==> src/mptw_pkg.sv <==
package mptw_pkg;

   localparam int MAX_STATES_DEFAULT = 64;

   localparam int KEY_W   = 8;
   localparam int SCORE_W = 8;
   localparam int VALUE_W = 24;
   localparam int INDEX_W = 6;
   localparam int COUNT_W = 7;

   localparam logic CMD_LOAD = 1'b0;
   localparam logic CMD_STEP = 1'b1;

   typedef struct packed {
      logic                 cmd;
      logic [INDEX_W-1:0]   entry_index;
      logic [KEY_W-1:0]     window_low;
      logic [KEY_W-1:0]     window_high;
      logic [SCORE_W-1:0]   entry_score;
      logic [KEY_W-1:0]     step_key;
      logic                 first_step;
   } req_payload_type;

   typedef struct packed {
      logic [VALUE_W-1:0]   best_total;
      logic                 feasible;
   } rsp_payload_type;

   typedef struct packed {
      logic [COUNT_W-1:0]   state_count;
   } csr_payload_type;

   // Token that travels around the ring of cells.
   typedef struct packed {
      logic [SCORE_W-1:0]   score;
      logic [VALUE_W-1:0]   value;
      logic                 reach;
   } tok_type;

   // Control and shared data broadcast from the sequencer to every cell.
   typedef struct packed {
      logic                 wr;
      logic                 start;
      logic                 run;
      logic                 commit;
      logic                 drain;
      logic                 first_step;
      logic [INDEX_W-1:0]   entry_index;
      logic [KEY_W-1:0]     window_low;
      logic [KEY_W-1:0]     window_high;
      logic [SCORE_W-1:0]   entry_score;
      logic [KEY_W-1:0]     step_key;
      logic [COUNT_W-1:0]   state_count;
   } cell_bus_type;

endpackage

==> src/mptw_cell.sv <==
module mptw_cell
   import mptw_pkg::*;
#(
   parameter int INDEX = 0
) (
   input  logic         clock,
   input  logic         reset,
   input  cell_bus_type bus,
   input  tok_type      tok_prev,
   output tok_type      tok_out
);

   logic [KEY_W-1:0]   wl_ff;
   logic [KEY_W-1:0]   wh_ff;
   logic [SCORE_W-1:0] sc_ff;
   logic [VALUE_W-1:0] val_ff;
   logic               reach_ff;
   logic               elig_ff;
   logic [VALUE_W-1:0] acc_ff;
   logic               accv_ff;
   tok_type            tok_ff;

   logic               hit;
   logic               in_use;
   logic [SCORE_W-1:0] diff;
   logic [VALUE_W:0]   sum_wide;
   logic [VALUE_W-1:0] sum_sat;
   logic               nreach_in;
   logic [VALUE_W-1:0] nval_in;

   assign hit    = (32'(bus.entry_index) == INDEX);
   assign in_use = (32'(bus.state_count) > INDEX);

   always_comb begin
      diff     = (sc_ff > tok_ff.score) ? (sc_ff - tok_ff.score) : (tok_ff.score - sc_ff);
      sum_wide = {1'b0, tok_ff.value} + {{(VALUE_W + 1 - SCORE_W){1'b0}}, diff};
      // A carry out of the value width means the total is clipped at full scale.
      sum_sat  = sum_wide[VALUE_W] ? {VALUE_W{1'b1}} : sum_wide[VALUE_W-1:0];
      nreach_in = elig_ff & (bus.first_step | accv_ff);
      nval_in   = (elig_ff & ~bus.first_step & accv_ff) ? acc_ff : '0;
   end

   always_ff @(posedge clock) begin
      if (bus.wr && hit) begin
         wl_ff <= bus.window_low;
         wh_ff <= bus.window_high;
         sc_ff <= bus.entry_score;
      end

      if (bus.start) begin
         elig_ff      <= in_use && (wl_ff <= bus.step_key) && (bus.step_key <= wh_ff);
         tok_ff.score <= sc_ff;
         tok_ff.value <= val_ff;
         tok_ff.reach <= reach_ff & in_use;
         acc_ff       <= '0;
         accv_ff      <= 1'b0;
      end else if (bus.run) begin
         tok_ff <= tok_prev;
         if (tok_ff.reach) begin
            if (!accv_ff || (sum_sat > acc_ff)) begin
               acc_ff <= sum_sat;
            end
            accv_ff <= 1'b1;
         end
      end else if (bus.commit) begin
         val_ff       <= nval_in;
         tok_ff.value <= nval_in;
         tok_ff.reach <= nreach_in;
      end else if (bus.drain) begin
         tok_ff <= tok_prev;
      end

      if (reset) begin
         reach_ff <= 1'b0;
      end else if (bus.commit) begin
         reach_ff <= nreach_in;
      end
   end

   assign tok_out = tok_ff;

endmodule

==> config.mk <==
export PLATFORM = sky130hd
export DESIGN_NAME = mptw_cell
export DESIGN_NICKNAME = d
export VERILOG_FILES = /design/src/mptw_pkg.sv /design/src/mptw_cell.sv
export SDC_FILE = /design/constraint.sdc
export NUM_CORES = 1
export LEC_CHECK = 0
export BUFFER_PORTS_ARGS = -buffer_cell sky130_fd_sc_hd__buf_4
export CORE_MARGIN = 4
export CORE_UTILIZATION = 50
export CTS_CLUSTER_SIZE = 25
export DETAILED_ROUTE_END_ITERATION = 6
export GPL_TIMING_DRIVEN = 0
export PLACE_DENSITY = 0.72
export REMOVE_ABC_BUFFERS = 1
export SYNTH_ARGS = -nofsm -noshare
export SYNTH_HDL_FRONTEND = slang
export SYNTH_SLANG_ARGS = --single-unit
==> constraint.sdc <==
create_clock -name clock -period 6.67 [get_ports clock]
set_input_delay 1.334 -clock clock [delete_from_list [all_inputs] [get_ports clock]]
set_output_delay 1.334 -clock clock [all_outputs]
set_load 0.02 [all_outputs]
==> results by group <==
Flow run
  – Max_cap viols: 0

Yosys
  – Async set-or-reset flop fraction in the synthesized netlist: 0%
  – Post-synthesis cell count: 658
  – Number of synthesized register bits: 108
  – Synth top area cells: edfxtp_1, ha_1, dfxtp_1, mux2i_1, inv_1
  – Number of synthesized flops with an enable pin: 82
  – Yosys top cell area share: 36.1%
  – Mean area per synthesized cell: 10.4 um^2
  – Mapped Area: 0.00681 mm^2
  – Top FF cell, synth: edfxtp_1
  – Most common cell in the synthesized netlist: edfxtp_1
  – Synthesis Warnings: 0
  – Yosys cell types: 62
  – Cell taking the most area after synthesis: edfxtp_1
  – Synth cell count leaders: edfxtp_1, inv_1, ha_1, nand2_1, o21ai_0
  – Sequential-to-total area share from yosys stat: 43.8%

Drt
  – 1st-pass router iterations: 5
  – Via-to-Cell Ratio: 5.55
  – Top Layer Used: met4
  – 1st-iter DRT viols: 365
  – Drt wl/cell: 17.3 um
  – Met3 WL: 947 um
  – Residual DRC: 0
  – Via count: 5257
  – Routed wl met2: 8.20 mm
  – WL met1: 7.06 mm
  – Final WL: 16.4 mm
  – Post-DRT Antenna Nets: 0

GRT
  – Initial antenna violation count: 0
  – Pin count of the biggest net entering global routing: 86
  – Tot GR Track Use: 21.2%
  – First-pass GRT wire length: 27.0 mm
  – Vias in the first global route: 5438
  – GRT overflow: 0

Worst hold path
  – Hold Path Cell Cnt: 2
  – Worst Hold Class: reg2reg
  – Sink of the worst hold path: reach_ff
  – Hold Startpoint: reach_ff

Layout
  – Nets@finish: 918
  – Share of layout cells above drive strength 1: 23.7%
  – Post-route cell area: 0.00817 mm^2
  – N_diodes: 0
  – Syn-to-layout area delta: 19.9%

Critical path
  – Critical path's largest stage delay: 460 ps
  – Crit-path most repeated cell: ha_1
  – Req. time, crit path: 6880 ps
  – Worst Reg-to-Reg Cells: 25
  – Critical path's top delay family: compound AO/OA/AOI/OAI gates
  – Crit-path max FO: 17
  – Worst setup path class: reg2reg
  – CP bufs+invs: 2
  – Endpoint class of the critical path: register
  – R2r startpoint: sc_ff[0]
  – Slack of the worst reg-to-reg path: 400 ps
  – Slowest cell on the critical path: o2111ai_4
  – Startpoint types: register
  – Arrival time worst endpoint: 6470 ps
  – Reg2reg end: acc_ff[8]

Die
  – DIE HEIGHT: 125 um
  – Row count: 42
  – Io pins: 119
  – DIE AREA: 0.0156 mm^2
  – Placeable Area: 0.0133 mm^2
  – Die Span X: 125 um
  – Starting Density: 51.3%

Timing
  – Fmax: 160 MHz
  – Final Cycle Share: 93.9%
  – # setup viols final: 0
  – Slew margin rel.: 16.6%
  – Hold Worst Slack: 481 ps
  – Slew of the pin with the lowest slew margin: 1250 ps
  – PnR worst setup slack: 404 ps
  – Unrepaired setup endpoints after global routing: false
  – Final Hold Vio Count: 0
  – Fin Clk Skew: 10.8 ps
  – Min Clock Period, post-route: 6270 ps
  – Slew Viols, Final: 0
  – Setup_tns: 0 ps

Clock network
  – CTS tree: yes
  – Clk sinks: 108
  – CTS Root Cell: clkbuf_16
  – CTS buffer count: 9
  – Clk_lat worst skew: 360 ps
  – Clock Path Buffers: 2
  – Post-CTS Setup Bufs: 0
  – H-tree depth: 3
  – CTS clk-pin slew, worst paths: 70 ps

Place
  – PortBufs: 118
  – Final RePlAce weighted congestion: 0.847
  – DP HPWL: 12.1 mm
  – Pre-CTS setup slack: -86.4 ps
  – Placed Area: 0.00784 mm^2

Outcome
  – Outcome: completed

Power and ir drop
  – Pwr dens: 222 mW/mm^2
  – Worst vdd ir: 0.000144 V
  – Final Total Pwr: 0.00182 W
  – Leak Pwr: 3.62 nW
kinds of logic (layout without fill, tap and decap cells):
logic type,Yosys count,count (layout),share of synthesized area (%)
compound gates,143,144,14.3
xor+xnor,10,10,1.29
fa+ha+maj,66,66,12.4
buf+inv,95,207,6.04
flops,108,108,43.8
mux,57,57,8.81
simple gates,179,179,13.3
report_power, final:
part,internal [W],leakage (nW),switching [W]
clock network,0.000295,0.146,0.000256
registers,0.000754,1.02,0.0000258
logic,0.000207,2.45,0.000278
worst max path at each step:
stage	from	to	cells after the start
2_1_floorplan	tok_out[26]	acc_ff[13]	22
3_3_place_gp	sc_ff[0]	acc_ff[6]	24
3_5_place_dp	sc_ff[0]	acc_ff[23]	25
4_1_cts	sc_ff[0]	acc_ff[13]	24
5_1_grt	sc_ff[0]	acc_ff[12]	24
6_report	sc_ff[0]	acc_ff[8]	25
through the flow:
| step | util, % | std cells |
|---|---|---|
| finish | 61.4 | 947 |
| CTS | 61.3 | 947 |
| global placement | 58.4 | 926 |
| floorplan | - | 632 |
| detailed placement | 59.0 | 930 |
| global route | 61.4 | 947 |
flip-flops by register name, summed over array words and instances, names as in the netlist:
name	count
elig_ff	1
accv_ff	1
acc_ff	24
reach_ff	1
tok_out	33
wl_ff	8
val_ff	24
sc_ff	8
wh_ff	8
tightest hold or removal path: stages (launching register included):
cell	delay, ps
dfxtp_1	310
nand2b_1	70
a21oi_1	60
cells in the final DEF, fill, tap and decap left out, types with 8 or more instances in the layout:
cell type,count
a21o_1,12
a21oi_1,34
a31oi_1,9
buf_4,120
clkbuf_16,9
dfxtp_1,26
edfxtp_1,82
ha_1,63
inv_1,69
mux2_2,12
mux2i_1,42
nand2_1,49
nand3_1,10
nor2_1,36
nor2b_1,9
nor3_1,31
o21a_1,8
o21ai_0,43
routing by layer:
metal  track usage, %  vias to the layer above
met1             27.1                     2492
met3             5.66                       12
met4             4.32                        0
met5                0                        -
li1                 -                     2597
met2             36.3                      156
what timing repair did:
action / CTS / global route
hold endpoints to repair: 0 / 0
setup endpoints to repair: 24 / 24
resized for setup: 0 / 3
hold buffers: 0 / 0
cloned: 1 / 0
pin swaps: 1 / 0
final cells by class:
cell class | instances | area, um^2
clock buffer | 11 | 233
clock inverter | 5 | 63.8
fill | 1090 | 5130
inverter | 69 | 259
multi-input combinational | 456 | 3460
sequential | 108 | 2980
tap | 176 | 220
timing repair buffer | 122 | 948
Power figures use the tool's default switching activity.
